File: config.mk
export PLATFORM = sky130hd
export DESIGN_NAME = windowed_hydrophobic_moment
export DESIGN_NICKNAME = d
export VERILOG_FILES = /design/src/hdl/whm_pkg.sv /design/src/hdl/whm_mul.sv /design/src/hdl/windowed_hydrophobic_moment.sv
export SDC_FILE = /design/constraint.sdc
export NUM_CORES = 2
export LEC_CHECK = 0
export BUFFER_PORTS_ARGS = -buffer_cell sky130_fd_sc_hd__buf_2
export CORE_AREA = 2 2 384 386
export CTS_CLUSTER_SIZE = 14
export DETAILED_ROUTE_END_ITERATION = 8
export DIE_AREA = 0 0 386 388
export GPL_TIMING_DRIVEN = 0
export PLACE_DENSITY_LB_ADDON = 0.15
export SETUP_SLACK_MARGIN = 0.3
export SYNTH_ARGS = -nofsm -noshare
export SYNTH_HDL_FRONTEND = slang
export SYNTH_SLANG_ARGS = --single-unit
File: constraint.sdc
create_clock -name clk -period 13.3 [get_ports clk]
set_clock_uncertainty 0.15 [all_clocks]
set_input_delay 0 -clock clk [delete_from_list [all_inputs] [get_ports clk]]
set_output_delay 0 -clock clk [all_outputs]
set_load 0.005 [all_outputs]
File: src/hdl/whm_pkg.sv
// Shared types, constants and the sine table for the windowed hydrophobic moment block.
package whm_pkg;

    // Field and register widths.
    localparam int HYDRO_W  = 12;
    localparam int MOMENT_W = 11;
    localparam int USED_W   = 6;
    localparam int WLEN_W   = 6;
    localparam int ROT_W    = 9;
    localparam int CFG_W    = 9;
    localparam int MUL_W    = 20;
    localparam int SINE_W   = 16;

    // Defaults.
    localparam int MAX_WINDOW_DEF = 32;
    localparam logic [WLEN_W-1:0] WLEN_RESET = 6'd11;
    localparam logic [ROT_W-1:0]  ROT_RESET  = 9'd100;

    // Angle constants in whole degrees.
    localparam logic [9:0] FULL_TURN    = 10'd360;
    localparam logic [9:0] HALF_TURN    = 10'd180;
    localparam logic [9:0] QUARTER_TURN = 10'd90;
    localparam logic [9:0] THREE_QUARTER = 10'd270;

    // Configuration register indexes.
    localparam logic REG_WINDOW_LENGTH = 1'b0;
    localparam logic REG_ROTATION      = 1'b1;

    // Sequencer states.
    typedef enum logic [3:0] {
        ST_IDLE,
        ST_PREP,
        ST_MAC_SIN,
        ST_MAC_COS,
        ST_DRAIN,
        ST_SQ_LO,
        ST_SQ_MID,
        ST_SQ_HI,
        ST_SQ_END,
        ST_ROOT_MUL,
        ST_ROOT_SQ,
        ST_ROOT_CMP,
        ST_OUT
    } state_t;

    // Quarter-wave sine table, round(32767*sin(d)) for d = 0..90.
    localparam logic [15:0] QSINE [0:90] = '{
        16'd0, 16'd572, 16'd1144, 16'd1715, 16'd2286, 16'd2856, 16'd3425, 16'd3993,
        16'd4560, 16'd5126, 16'd5690, 16'd6252, 16'd6813, 16'd7371, 16'd7927, 16'd8481,
        16'd9032, 16'd9580, 16'd10126, 16'd10668, 16'd11207, 16'd11743, 16'd12275,
        16'd12803, 16'd13328, 16'd13848, 16'd14364, 16'd14876, 16'd15383, 16'd15886,
        16'd16384, 16'd16876, 16'd17364, 16'd17846, 16'd18323, 16'd18794, 16'd19260,
        16'd19720, 16'd20173, 16'd20621, 16'd21062, 16'd21497, 16'd21925, 16'd22347,
        16'd22762, 16'd23170, 16'd23571, 16'd23964, 16'd24351, 16'd24730, 16'd25101,
        16'd25465, 16'd25821, 16'd26169, 16'd26509, 16'd26841, 16'd27165, 16'd27481,
        16'd27788, 16'd28087, 16'd28377, 16'd28659, 16'd28932, 16'd29196, 16'd29451,
        16'd29697, 16'd29934, 16'd30162, 16'd30381, 16'd30591, 16'd30791, 16'd30982,
        16'd31163, 16'd31335, 16'd31498, 16'd31650, 16'd31794, 16'd31927, 16'd32051,
        16'd32165, 16'd32269, 16'd32364, 16'd32448, 16'd32523, 16'd32587, 16'd32642,
        16'd32687, 16'd32722, 16'd32747, 16'd32762, 16'd32767
    };

    // Signed Q1.15 sine of an angle already reduced below a full turn.
    function automatic logic signed [SINE_W-1:0] sine_deg(input logic [9:0] d);
        logic [9:0]  idx;
        logic        neg;
        logic [15:0] mag;
        begin
            if (d <= QUARTER_TURN)
            begin
                idx = d;
                neg = 1'b0;
            end
            else if (d <= HALF_TURN)
            begin
                idx = HALF_TURN - d;
                neg = 1'b0;
            end
            else if (d <= THREE_QUARTER)
            begin
                idx = d - HALF_TURN;
                neg = 1'b1;
            end
            else
            begin
                idx = FULL_TURN - d;
                neg = 1'b1;
            end
            mag = (idx <= QUARTER_TURN) ? QSINE[idx[6:0]] : 16'd0;
            sine_deg = neg ? -$signed(mag) : $signed(mag);
        end
    endfunction

endpackage

File: src/hdl/whm_mul.sv
// Shared registered signed multiplier used by the window sums, the squares and the square root.
module whm_mul
(
    input  logic                              clk,
    input  logic signed [whm_pkg::MUL_W-1:0]  op_a,
    input  logic signed [whm_pkg::MUL_W-1:0]  op_b,
    output logic signed [2*whm_pkg::MUL_W-1:0] prod
);

    logic signed [2*whm_pkg::MUL_W-1:0] prod_reg;

    // One product per cycle, registered before any use.
    always_ff @(posedge clk)
    begin
        prod_reg <= op_a * op_b;
    end

    assign prod = prod_reg;

endmodule

File: src/hdl/windowed_hydrophobic_moment.sv
// Windowed hydrophobic moment over a window of n residues, computed by one shared 20x20
// multiplier stepping through the window sums, the squares and an 11-step bit-by-bit
// square root.
// An item that completes no window is taken in ST_IDLE and gives no result.
// One item is in work at a time; in_ready is low until the result beat is taken.
// Reset (rst_n, asynchronous, active low) sets state, write pointer, fill count and config.
module windowed_hydrophobic_moment
#(
    parameter int MAX_WINDOW = whm_pkg::MAX_WINDOW_DEF
)
(
    input  logic                                 clk,
    input  logic                                 rst_n,
    input  logic                                 cfg_we,
    input  logic                                 cfg_index,
    input  logic [whm_pkg::CFG_W-1:0]            cfg_data,
    input  logic                                 in_valid,
    output logic                                 in_ready,
    input  logic signed [whm_pkg::HYDRO_W-1:0]   hydro_value,
    input  logic                                 seq_end,
    output logic                                 out_valid,
    input  logic                                 out_ready,
    output logic [whm_pkg::MOMENT_W-1:0]         moment,
    output logic [whm_pkg::USED_W-1:0]           window_used,
    output logic                                 final_result
);

    localparam int PTR_W = (MAX_WINDOW > 1) ? $clog2(MAX_WINDOW) : 1;
    localparam int CNT_W = $clog2(MAX_WINDOW + 1);
    localparam int MAG_W = 26 + $clog2(MAX_WINDOW);
    localparam int ACC_W = MAG_W + 1;
    localparam int LO_W  = 17;
    localparam int HI_W  = MAG_W - LO_W;
    localparam int XW    = 2 * MAG_W + 1;
    localparam int CMP_W = 72;
    localparam int PW    = 2 * whm_pkg::MUL_W;
    localparam logic [CNT_W-1:0] MAX_CNT = CNT_W'(MAX_WINDOW);
    localparam logic [PTR_W-1:0] LAST_PTR = PTR_W'(MAX_WINDOW - 1);

    whm_pkg::state_t state_reg, state_next;

    // Configuration and sequence bookkeeping.
    logic [whm_pkg::WLEN_W-1:0] wlen_reg;
    logic [whm_pkg::ROT_W-1:0]  rot_reg;
    logic [PTR_W-1:0]           wp_reg;
    logic [CNT_W-1:0]           fill_reg;

    // Work registers.
    logic [whm_pkg::HYDRO_W-1:0] store [MAX_WINDOW];
    logic signed [whm_pkg::HYDRO_W-1:0] rd_data_reg;
    logic [PTR_W-1:0]           rd_ptr_reg;
    logic [CNT_W-1:0]           n_reg;
    logic [CNT_W-1:0]           k_reg;
    logic [9:0]                 deg_reg;
    logic                       last_reg;
    logic signed [ACC_W-1:0]    s_reg;
    logic signed [ACC_W-1:0]    c_reg;
    logic                       sq_sel_reg;
    logic [XW-1:0]              x_reg;
    logic [whm_pkg::MOMENT_W-1:0] m_reg;
    logic [3:0]                 bit_reg;

    // Shared multiplier.
    logic signed [whm_pkg::MUL_W-1:0] op_a, op_b;
    logic signed [PW-1:0]             prod;

    whm_mul u_mul
    (
        .clk  (clk),
        .op_a (op_a),
        .op_b (op_b),
        .prod (prod)
    );

    // Window clamp, fill update and window choice for the incoming item.
    logic [9:0]       wl_ext;
    logic [CNT_W-1:0] w_eff;
    logic [CNT_W-1:0] fill_new;
    logic [PTR_W-1:0] wp_new;
    logic [CNT_W-1:0] n_sel;
    logic [CNT_W:0]   start_sum;
    logic             accept;

    always_comb
    begin
        wl_ext = 10'(wlen_reg);
        if (wl_ext == 10'd0)
        begin
            w_eff = CNT_W'(1);
        end
        else if (wl_ext > 10'(MAX_WINDOW))
        begin
            w_eff = MAX_CNT;
        end
        else
        begin
            w_eff = CNT_W'(wl_ext);
        end
        fill_new = (fill_reg < MAX_CNT) ? fill_reg + CNT_W'(1) : fill_reg;
        wp_new = (wp_reg == LAST_PTR) ? '0 : wp_reg + PTR_W'(1);
        if (fill_new >= w_eff)
        begin
            n_sel = w_eff;
        end
        else if (seq_end)
        begin
            n_sel = fill_new;
        end
        else
        begin
            n_sel = '0;
        end
        if ((CNT_W + 1)'(wp_new) >= (CNT_W + 1)'(n_sel))
        begin
            start_sum = (CNT_W + 1)'(wp_new) - (CNT_W + 1)'(n_sel);
        end
        else
        begin
            start_sum = (CNT_W + 1)'(wp_new) + (CNT_W + 1)'(MAX_WINDOW)
                        - (CNT_W + 1)'(n_sel);
        end
    end

    assign accept = in_valid && in_ready;

    // Angle helpers.
    logic [9:0] rot_mod;
    logic [9:0] deg_step;
    logic [9:0] cos_deg;

    always_comb
    begin
        rot_mod  = (10'(rot_reg) >= whm_pkg::FULL_TURN) ? 10'(rot_reg) - whm_pkg::FULL_TURN
                                                       : 10'(rot_reg);
        deg_step = deg_reg + rot_mod;
        if (deg_step >= whm_pkg::FULL_TURN)
        begin
            deg_step = deg_step - whm_pkg::FULL_TURN;
        end
        cos_deg = deg_reg + whm_pkg::QUARTER_TURN;
        if (cos_deg >= whm_pkg::FULL_TURN)
        begin
            cos_deg = cos_deg - whm_pkg::FULL_TURN;
        end
    end

    // Magnitude of the sum being squared, split in low and high parts; root candidate and compare.
    logic signed [ACC_W-1:0] sq_src;
    logic [MAG_W-1:0]        mag;
    logic [LO_W-1:0]         mag_lo;
    logic [HI_W-1:0]         mag_hi;
    logic [whm_pkg::MOMENT_W-1:0] cand;
    logic [CMP_W-1:0]        lhs_cmp;
    logic [CMP_W-1:0]        rhs_cmp;

    always_comb
    begin
        sq_src = sq_sel_reg ? c_reg : s_reg;
        mag    = sq_src[ACC_W-1] ? MAG_W'(-sq_src) : MAG_W'(sq_src);
        mag_lo = mag[LO_W-1:0];
        mag_hi = mag[MAG_W-1:LO_W];
        cand   = m_reg | (whm_pkg::MOMENT_W'(1) << bit_reg);
        lhs_cmp = CMP_W'(prod[PW-1:0]) << 30;
        rhs_cmp = CMP_W'(x_reg);
    end

    // Multiplier operand selection.
    always_comb
    begin
        op_a = '0;
        op_b = '0;
        case (state_reg)
            whm_pkg::ST_MAC_SIN:
            begin
                op_a = whm_pkg::MUL_W'(rd_data_reg);
                op_b = whm_pkg::MUL_W'(whm_pkg::sine_deg(deg_reg));
            end
            whm_pkg::ST_MAC_COS:
            begin
                op_a = whm_pkg::MUL_W'(rd_data_reg);
                op_b = whm_pkg::MUL_W'(whm_pkg::sine_deg(cos_deg));
            end
            whm_pkg::ST_SQ_LO:
            begin
                op_a = $signed(whm_pkg::MUL_W'(mag_lo));
                op_b = $signed(whm_pkg::MUL_W'(mag_lo));
            end
            whm_pkg::ST_SQ_MID:
            begin
                op_a = $signed(whm_pkg::MUL_W'(mag_lo));
                op_b = $signed(whm_pkg::MUL_W'(mag_hi));
            end
            whm_pkg::ST_SQ_HI:
            begin
                op_a = $signed(whm_pkg::MUL_W'(mag_hi));
                op_b = $signed(whm_pkg::MUL_W'(mag_hi));
            end
            whm_pkg::ST_ROOT_MUL:
            begin
                op_a = $signed(whm_pkg::MUL_W'(cand));
                op_b = $signed(whm_pkg::MUL_W'(n_reg));
            end
            whm_pkg::ST_ROOT_SQ:
            begin
                op_a = $signed(whm_pkg::MUL_W'(prod[18:0]));
                op_b = $signed(whm_pkg::MUL_W'(prod[18:0]));
            end
            default:
            begin
                op_a = '0;
                op_b = '0;
            end
        endcase
    end

    // Next state.
    always_comb
    begin
        state_next = state_reg;
        case (state_reg)
            whm_pkg::ST_IDLE:
            begin
                if (accept && (n_sel != '0))
                begin
                    state_next = whm_pkg::ST_PREP;
                end
            end
            whm_pkg::ST_PREP:     state_next = whm_pkg::ST_MAC_SIN;
            whm_pkg::ST_MAC_SIN:  state_next = whm_pkg::ST_MAC_COS;
            whm_pkg::ST_MAC_COS:
            begin
                state_next = (k_reg == n_reg - CNT_W'(1)) ? whm_pkg::ST_DRAIN
                                                         : whm_pkg::ST_MAC_SIN;
            end
            whm_pkg::ST_DRAIN:    state_next = whm_pkg::ST_SQ_LO;
            whm_pkg::ST_SQ_LO:    state_next = whm_pkg::ST_SQ_MID;
            whm_pkg::ST_SQ_MID:   state_next = whm_pkg::ST_SQ_HI;
            whm_pkg::ST_SQ_HI:    state_next = whm_pkg::ST_SQ_END;
            whm_pkg::ST_SQ_END:
            begin
                state_next = sq_sel_reg ? whm_pkg::ST_ROOT_MUL : whm_pkg::ST_SQ_LO;
            end
            whm_pkg::ST_ROOT_MUL: state_next = whm_pkg::ST_ROOT_SQ;
            whm_pkg::ST_ROOT_SQ:  state_next = whm_pkg::ST_ROOT_CMP;
            whm_pkg::ST_ROOT_CMP:
            begin
                state_next = (bit_reg == 4'd0) ? whm_pkg::ST_OUT : whm_pkg::ST_ROOT_MUL;
            end
            whm_pkg::ST_OUT:
            begin
                if (out_ready)
                begin
                    state_next = whm_pkg::ST_IDLE;
                end
            end
            default:              state_next = whm_pkg::ST_IDLE;
        endcase
    end

    // Handshake outputs.
    always_comb
    begin
        in_ready  = (state_reg == whm_pkg::ST_IDLE);
        out_valid = (state_reg == whm_pkg::ST_OUT);
    end

    assign moment       = m_reg;
    assign window_used  = whm_pkg::USED_W'(n_reg);
    assign final_result = last_reg;

    // Control state, configuration and sequence pointers.
    always_ff @(posedge clk or negedge rst_n)
    begin
        if (!rst_n)
        begin
            state_reg <= whm_pkg::ST_IDLE;
            wlen_reg  <= whm_pkg::WLEN_RESET;
            rot_reg   <= whm_pkg::ROT_RESET;
            wp_reg    <= '0;
            fill_reg  <= '0;
        end
        else
        begin
            state_reg <= state_next;
            if (cfg_we)
            begin
                case (cfg_index)
                    whm_pkg::REG_WINDOW_LENGTH: wlen_reg <= cfg_data[whm_pkg::WLEN_W-1:0];
                    whm_pkg::REG_ROTATION:      rot_reg  <= cfg_data[whm_pkg::ROT_W-1:0];
                    default:                    wlen_reg <= wlen_reg;
                endcase
            end
            if (accept)
            begin
                wp_reg   <= seq_end ? '0 : wp_new;
                fill_reg <= seq_end ? '0 : fill_new;
            end
        end
    end

    // Window store: written on an accepted beat, read through a registered port.
    always_ff @(posedge clk)
    begin
        if (accept)
        begin
            store[wp_reg] <= hydro_value;
        end
        rd_data_reg <= $signed(store[rd_ptr_reg]);
    end

    // Datapath registers stepped by the sequencer.
    always_ff @(posedge clk)
    begin
        case (state_reg)
            whm_pkg::ST_IDLE:
            begin
                if (accept)
                begin
                    n_reg      <= n_sel;
                    last_reg   <= seq_end;
                    rd_ptr_reg <= PTR_W'(start_sum);
                end
                k_reg      <= '0;
                deg_reg    <= '0;
                s_reg      <= '0;
                c_reg      <= '0;
                x_reg      <= '0;
                sq_sel_reg <= 1'b0;
                m_reg      <= '0;
                bit_reg    <= 4'(whm_pkg::MOMENT_W - 1);
            end
            whm_pkg::ST_MAC_SIN:
            begin
                if (k_reg != '0)
                begin
                    c_reg <= c_reg + ACC_W'(prod);
                end
                rd_ptr_reg <= (rd_ptr_reg == LAST_PTR) ? '0 : rd_ptr_reg + PTR_W'(1);
            end
            whm_pkg::ST_MAC_COS:
            begin
                s_reg   <= s_reg + ACC_W'(prod);
                k_reg   <= k_reg + CNT_W'(1);
                deg_reg <= deg_step;
            end
            whm_pkg::ST_DRAIN:
            begin
                c_reg <= c_reg + ACC_W'(prod);
            end
            whm_pkg::ST_SQ_MID:
            begin
                x_reg <= x_reg + XW'(prod[PW-1:0]);
            end
            whm_pkg::ST_SQ_HI:
            begin
                x_reg <= x_reg + (XW'(prod[PW-1:0]) << (LO_W + 1));
            end
            whm_pkg::ST_SQ_END:
            begin
                x_reg      <= x_reg + (XW'(prod[PW-1:0]) << (2 * LO_W));
                sq_sel_reg <= 1'b1;
            end
            whm_pkg::ST_ROOT_CMP:
            begin
                if (lhs_cmp <= rhs_cmp)
                begin
                    m_reg <= cand;
                end
                bit_reg <= bit_reg - 4'd1;
            end
            default:
            begin
                k_reg <= k_reg;
            end
        endcase
    end

    // A result beat and an input beat are never offered together.
    assert property (@(posedge clk) disable iff (!rst_n) !(in_ready && out_valid))
        else $error("input and output offered in the same cycle");

    // A taken result beat frees the block in the next cycle.
    assert property (@(posedge clk) disable iff (!rst_n)
        (out_valid && out_ready) |=> (in_ready && !out_valid))
        else $error("block not idle after result beat");

    // The window walk never passes the chosen window.
    assert property (@(posedge clk) disable iff (!rst_n)
        (state_reg == whm_pkg::ST_MAC_SIN) |-> (k_reg < n_reg))
        else $error("window index beyond window length");

    // A result always covers at least one residue and no more than the store holds.
    assert property (@(posedge clk) disable iff (!rst_n)
        out_valid |-> ((n_reg != '0) && (n_reg <= MAX_CNT)))
        else $error("result window length out of range");

endmodule

## After elaboration in Yosys (flattened, before gate mapping)

Memories as Yosys holds them, arrays and structs flattened. A register that Yosys moved wholly into a read port is not among the register bits.
Cells that the tools add are included.

| word-level totals | value |
|---|---|
| ROM bits | 4,096 |
| memories kept | 3 |
| bits in registers | 241 |
| RAM bits | 384 |
| output and inout bits | 20 |
| bits in latches | 0 |

| operators by class | value |
|---|---|
| $mul | 1 |
| reduce and logical (&&, ||, !) cells | 23 |
| bitwise logic cells | 4 |
| equality and inequality tests | 20 |
| muxes and demuxes | 59 |
| div/mod/pow operators | 0 |
| magnitude comparators | 18 |
| add/subtract/negate cells | 28 |
| shifts and indexed selects | 1 |

Memories:

| name | words | bits a word | rd ports | clocked after Yosys merged registers in | write ports | RTL line | text |
|---|---|---|---|---|---|---|---|
| (name not given) | 128 | 16 | 1 | 0 | 0 | whm_pkg.sv:89 | `mag = (idx <= QUARTER_TURN) ? QSINE[idx[6:0]] : 16'd0;` |
| (name not given) | 128 | 16 | 1 | 0 | 0 | whm_pkg.sv:89 |  |
| store | 32 | 12 | 1 | 1 | 1 | windowed_hydrophobic_moment.sv:49 | `logic [whm_pkg::HYDRO_W-1:0] store [MAX_WINDOW];` |

Operators by type and width:

| operator | number |
|---|---|
| $pmux 63 s4 | 1 |
| $mux 16 | 8 |
| $pmux 20 s6 | 1 |
| $mux 10 | 11 |
| $pmux 20 s5 | 1 |
| $pmux 32 s3 | 1 |
| $le 70x63->1 | 1 |
| $add 32x32->32 | 2 |
| $mux 32 | 2 |
| $pmux 32 s2 | 1 |
| $add 63x40->63 | 1 |
| $add 63x58->63 | 1 |
| $add 63x63->63 | 1 |
| $pmux 4 s13 | 1 |
| $le 10x7->1 const B | 4 |
| $mul 20x20->40 | 1 |
| $mux 6 | 6 |
| $neg 16->16 | 2 |
| $mux 31 | 1 |
| $neg 31->31 | 1 |
| $mux 5 | 5 |
| $pmux 11 s2 | 1 |
| $eq 4x4->1 const B | 5 |
| $ge 10x9->1 const B | 2 |
| other kinds (49) | 93 |

## Logic depth before layout (Yosys ltp)

| depth | value |
|---|---|
| depth in word-level cells | 17 |
| gate-level depth with buffers | 62 |

## By module

From an unflattened synthesis, not the netlist that was laid out.

| second synthesis, totals | value |
|---|---|
| cells, all modules | 5,761 |
| area total of the unflattened synthesis | 58,162.0 um2 |

By module, submodules not included:

| module | cells an instance | sequential area each (um2) | times used | area each (um2) |
|---|---|---|---|---|
| windowed_hydrophobic_moment | 4,007 | 17,664.4 | 1 | 42,017.8 |
| whm_mul | 1,754 | 800.8 | 1 | 16,144.2 |

## Least setup slack after synthesis

OpenSTA, ideal clock, no wires.

| timing path | value |
|---|---|
| path kind | reg2reg |
| from | register deg_reg[3] |
| to | register u_mul.prod_reg, in the netlist u_mul.prod[39] |
| clock period less this slack | 12.943 ns |
| arrival | 12.673 ns |
| cell stages (with the launch flop) | 55 |
| setup slack | 0.357 ns |
| path through | edfxtp_1 -> buf_2 -> buf_2 -> inv_1 -> ha_1 -> a21oi_1 -> xnor2_1 -> ha_1 -> inv_1 -> a41oi_1 -> o2111ai_2 -> xnor2_2 -> nor4b_4 -> a31oi_1 -> a31o_2 -> mux2_2 -> clkinv_1 -> ha_1 -> (+19 left out) -> fa_1 -> fa_1 -> fa_1 -> inv_1 -> fa_1 -> inv_1 -> ha_1 -> nand3_1 -> o21ai_0 -> o211ai_1 -> and3_1 -> nor4_1 -> nor3_1 -> nor3_1 -> nor3_1 -> o311ai_0 -> a21oi_1 -> xnor2_1 |

| between the ends | value |
|---|---|
| longest elaborated chain between the ends | 17 |
| elaborated cells between the ends (all ways) | 48 |

Ends and longest elaborated chain:

| item | RTL line | text |
|---|---|---|
| start: declaration | windowed_hydrophobic_moment.sv:54 | `logic [9:0] deg_reg;` |
| start signal: assignment | windowed_hydrophobic_moment.sv:344 | `deg_reg <= deg_step;` |
| $add 10x7->10 | windowed_hydrophobic_moment.sv:140 | `cos_deg = deg_reg + whm_pkg::QUARTER_TURN;` |
| $sub 10x9->10 / $ge 10x9->1 (equally long branches) | windowed_hydrophobic_moment.sv:143, windowed_hydrophobic_moment.sv:141 |  |
| $mux 10 | windowed_hydrophobic_moment.sv:141 | `if (cos_deg >= whm_pkg::FULL_TURN)` |
| $sub 9x10->10, or another cell as far along | whm_pkg.sv:86 | `idx = FULL_TURN - d;` |
| $mux 10 | whm_pkg.sv:79 | `else if (d <= THREE_QUARTER)` |
| $mux 10 | whm_pkg.sv:74 | `else if (d <= HALF_TURN)` |
| $mux 10 | whm_pkg.sv:69 | `if (d <= QUARTER_TURN)` |
| $mux 10 | windowed_hydrophobic_moment.sv:172 | `case (state_reg)` |
| $not 7->8 (implied by the code) | whm_pkg.sv:89 |  |
| $mem_v2 128x16 | n/a |  |
| $mux 16 (implied by the code) (2 in a row) | whm_pkg.sv:89 |  |
| $mux 16 | whm_pkg.sv:89 |  |
| $neg 16->16 | whm_pkg.sv:90 | `sine_deg = neg ? -$signed(mag) : $signed(mag);` |
| $mux 16 | whm_pkg.sv:90 |  |
| $pmux 20 s6 * | windowed_hydrophobic_moment.sv:172 |  |
| $mul 20x20->40 * | whm_mul.sv:15 | `prod_reg <= op_a * op_b;` |
| end signal: assignment | whm_mul.sv:15 |  |
| end: declaration | whm_mul.sv:10 | `logic signed [2*whm_pkg::MUL_W-1:0] prod_reg;` |

Mark *: on every way between the ends. The rest lies on a longest branch, timed or not. The select of a mux whose other input is x is not followed.
A chain may end at the register's enable or synchronous reset.

## Final worst setup path

Ends and elaborated chain as after synthesis.

==> qor.yml <==
drt-wirelength-per-cell_um: 26.2
post-route-util_pct: 48.1
dp_hpwl_um: 164000
synth_nets: 6810
holdWs_ns: 0.185
tritoncts: "built"
ant_nets: 0
fin_crit_sh_pct: 98.0
die_x_um: 386
grt_antenna_before_repair: 6
synth-edff-count: 555
cpMaxStageDelayCell: "fa_2"
status: "finished clean"
grt_max_degree: 33
netlist_instances: 5973
drc_errors: 0
syn_area_per_cell_um2: 9.92
place_area_mm2: 0.0621
fin_area_mm2: 0.0698
power_mw: 4.59
final_cell_mix: "inv_1 (661), edfxtp_1 (555), nor2_1 (482)"
first_global_vias: 49532
via_count: 49774
synth-seq-cells: 637
die_area_mm2: 0.150
crit_buf_inv: 19
final_common_cell: "inv_1"
critical_path.most_common_cell: "buf_6"
fin_crit_ns: 13.03
hold_violations: 0
grt_overflow_total: 0
fmax_ghz: 0.0767
min_path_type: "input port to flop"
synth.area.top_cells: "edfxtp_1 (28%), fa_1 (14%), ha_1 (8.1%), mux4_2 (4.6%), inv_1 (4.4%)"
yosysTopAreaCell: "edfxtp_1"
numPortBuffers: 47
leakage_nw: 28.5
synth_flop_cell: "edfxtp_1"
clockRootBuffer: "clkbuf_16"
insertion_delay_ns: 0.72
rsz0062_at_grt: "true"
hp-start: "out_ready"
clk_pin_slew_worst_paths_ns: 0.06
core_area_mm2: 0.145
crit_path_start_kind: "flop"
finalWirelength_um: 218000
dieHeight_um: 388
synth.distinct_cells: 127
path_max_fanout: 7
numCtsBuffers: 76
grt_use_total_pct: 28.9
pwr_density_cell_mw_per_mm2: 65.8
drt-initial-drc-count: 4882
maxCapViolCount: 0
nets: 7196
first_pass_iters: 6
worst_ep_arrival_time_ns: 13.49
synth_area_mm2: 0.0592
ir_worst_vdd_mv: 0.116
syn_to_final_growth_pct: 17.8
synth_top_area_share_pct: 28.1
worstSetupStartpoint: "deg_reg[3]"
fin_tns_setup_ns: 0
ys_async_sr_fraction_pct: 4.71
cts.sinks: 637
relSlewSlack_pct: 10.7
end_kind: "flop"
htree_levels: 3
via_per_inst: 5.97
cp_top_family: "adder cells"
crit_type: "flop to flop"
ys_seq_area_share_pct: 31.2
worst_pin_slew_ns: 1.32
largest_register_ffs: 384
yosysWarnings: 0
num_rows: 140
drive_gt1_share_pct: 17.3
r2r-start: "deg_reg[3]"
antennaDiodeCount: 0
start_util_pct: 40.8
gp_congestion: 1.00
rrSetupSlack_ns: 0.27
grt_pass1_wl_um: 323000
cts_buffer_depth: 3
io_pins: 48
cp.required_ns: 13.75
report.final.slew_viol_count: 0
max_stage_delay_ns: 0.59
setup_viol: 0
-- worst paths after layout --
check / end / cells after the start
setup / recovery: u_mul.prod[39] / 61
hold / removal: state_reg[2] / 5
setup reg to reg: u_mul.prod[39] / 61
hold reg to reg: fill_reg[1] / 2
max in group asynchronous: state_reg[3] / 4
min in group asynchronous: rot_reg[5] / 3
-- worst reg2reg max path: cells and delay by family (launching register included) --
family | cells | cell delay [ns]
buf+inv | 19 | 2.18
simple gates | 8 | 1.43
compound gates | 20 | 3.89
xor+xnor | 3 | 0.53
flops | 1 | 0.41
fa+ha+maj | 11 | 4.34
-- stage by stage --
step / std cells / setup WS (ns)
detailed placement: 7948 / -3.44
global placement: 7937 / -4.18
global route: 8335 / -0.0906
finish: 8335 / 0.267
CTS: 8249 / 0.280
floorplan: 5973 / 0.357
-- cell usage after synthesis, types with 40 or more instances --
cell type	n
nand2b_1	68
and3_1	41
buf_2	64
a21oi_1	276
xor2_1	111
nand2_1	489
fa_1	427
nor3_1	142
nand3_1	133
ha_1	382
o22ai_1	46
inv_1	692
a211oi_1	54
and2_1	49
a31oi_1	40
nor2_1	499
xnor2_1	189
nor2b_1	62
dfxtp_1	52
o21ai_0	252
or3_1	47
a21o_1	91
o31ai_1	49
o211ai_1	42
a22oi_1	53
edfxtp_1	555
clkbuf_1	180
mux4_2	120
-- where the power goes --
| group | switching, mW | leakage [nW] | internal, mW |
|---|---|---|---|
| registers | 0.00895 | 5.63 | 2.17 |
| clock network | 0.919 | 1.28 | 1.30 |
| logic | 0.116 | 21.6 | 0.0753 |
-- repair_timing --
action | in CTS | in global routing
hold endpoints to repair | 450 | 0
pin swaps | 112 | 196
setup buffers | 119 | 85
cloned | 0 | 0
hold buffers | 45 | 0
endpoints found under the setup margin | 33 | 16
resized for setup | 399 | 311
-- cells by family (layout without fill, tap and decap cells) --
family                     Yosys count  in the layout  share of synthesized area [%]
xor gates and xnor gates           303            303                           4.52
muxes                              195            195                           5.91
adders and majority gates          810            810                           22.5
buffers and inverters              990           1435                           6.57
AOI/OAI and AO/OA                 1354           1354                           16.0
DFF                                637            637                           31.2
and+or+nand+nor                   1684           1684                           13.3
-- metal layers --
layer / vias up / GRT usage, % / routed length [um] / part of all wire [%]
li1: 22160 / - / - / -
met1: 24820 / 39.2 / 91600 / 42
met2: 2261 / 45.6 / 99300 / 46
met3: 531 / 4.99 / 16900 / 7.8
met4: 2 / 11.7 / 10200 / 4.7
met5: - / 0 / 10 / 0.0046
-- area by class of cell --
| type | instances | area, um2 |
|---|---|---|
| plain buffers | 289 | 1850 |
| clock buffers | 89 | 1980 |
| clock inverters | 48 | 666 |
| fillers | 13500 | 75400 |
| inverters | 701 | 2670 |
| multi-input cells | 4346 | 39200 |
| flip-flops and latches | 637 | 18500 |
| well taps | 1917 | 2400 |
| repair buffers | 308 | 2530 |
Note: power is estimated with default switching activity, not from simulation.
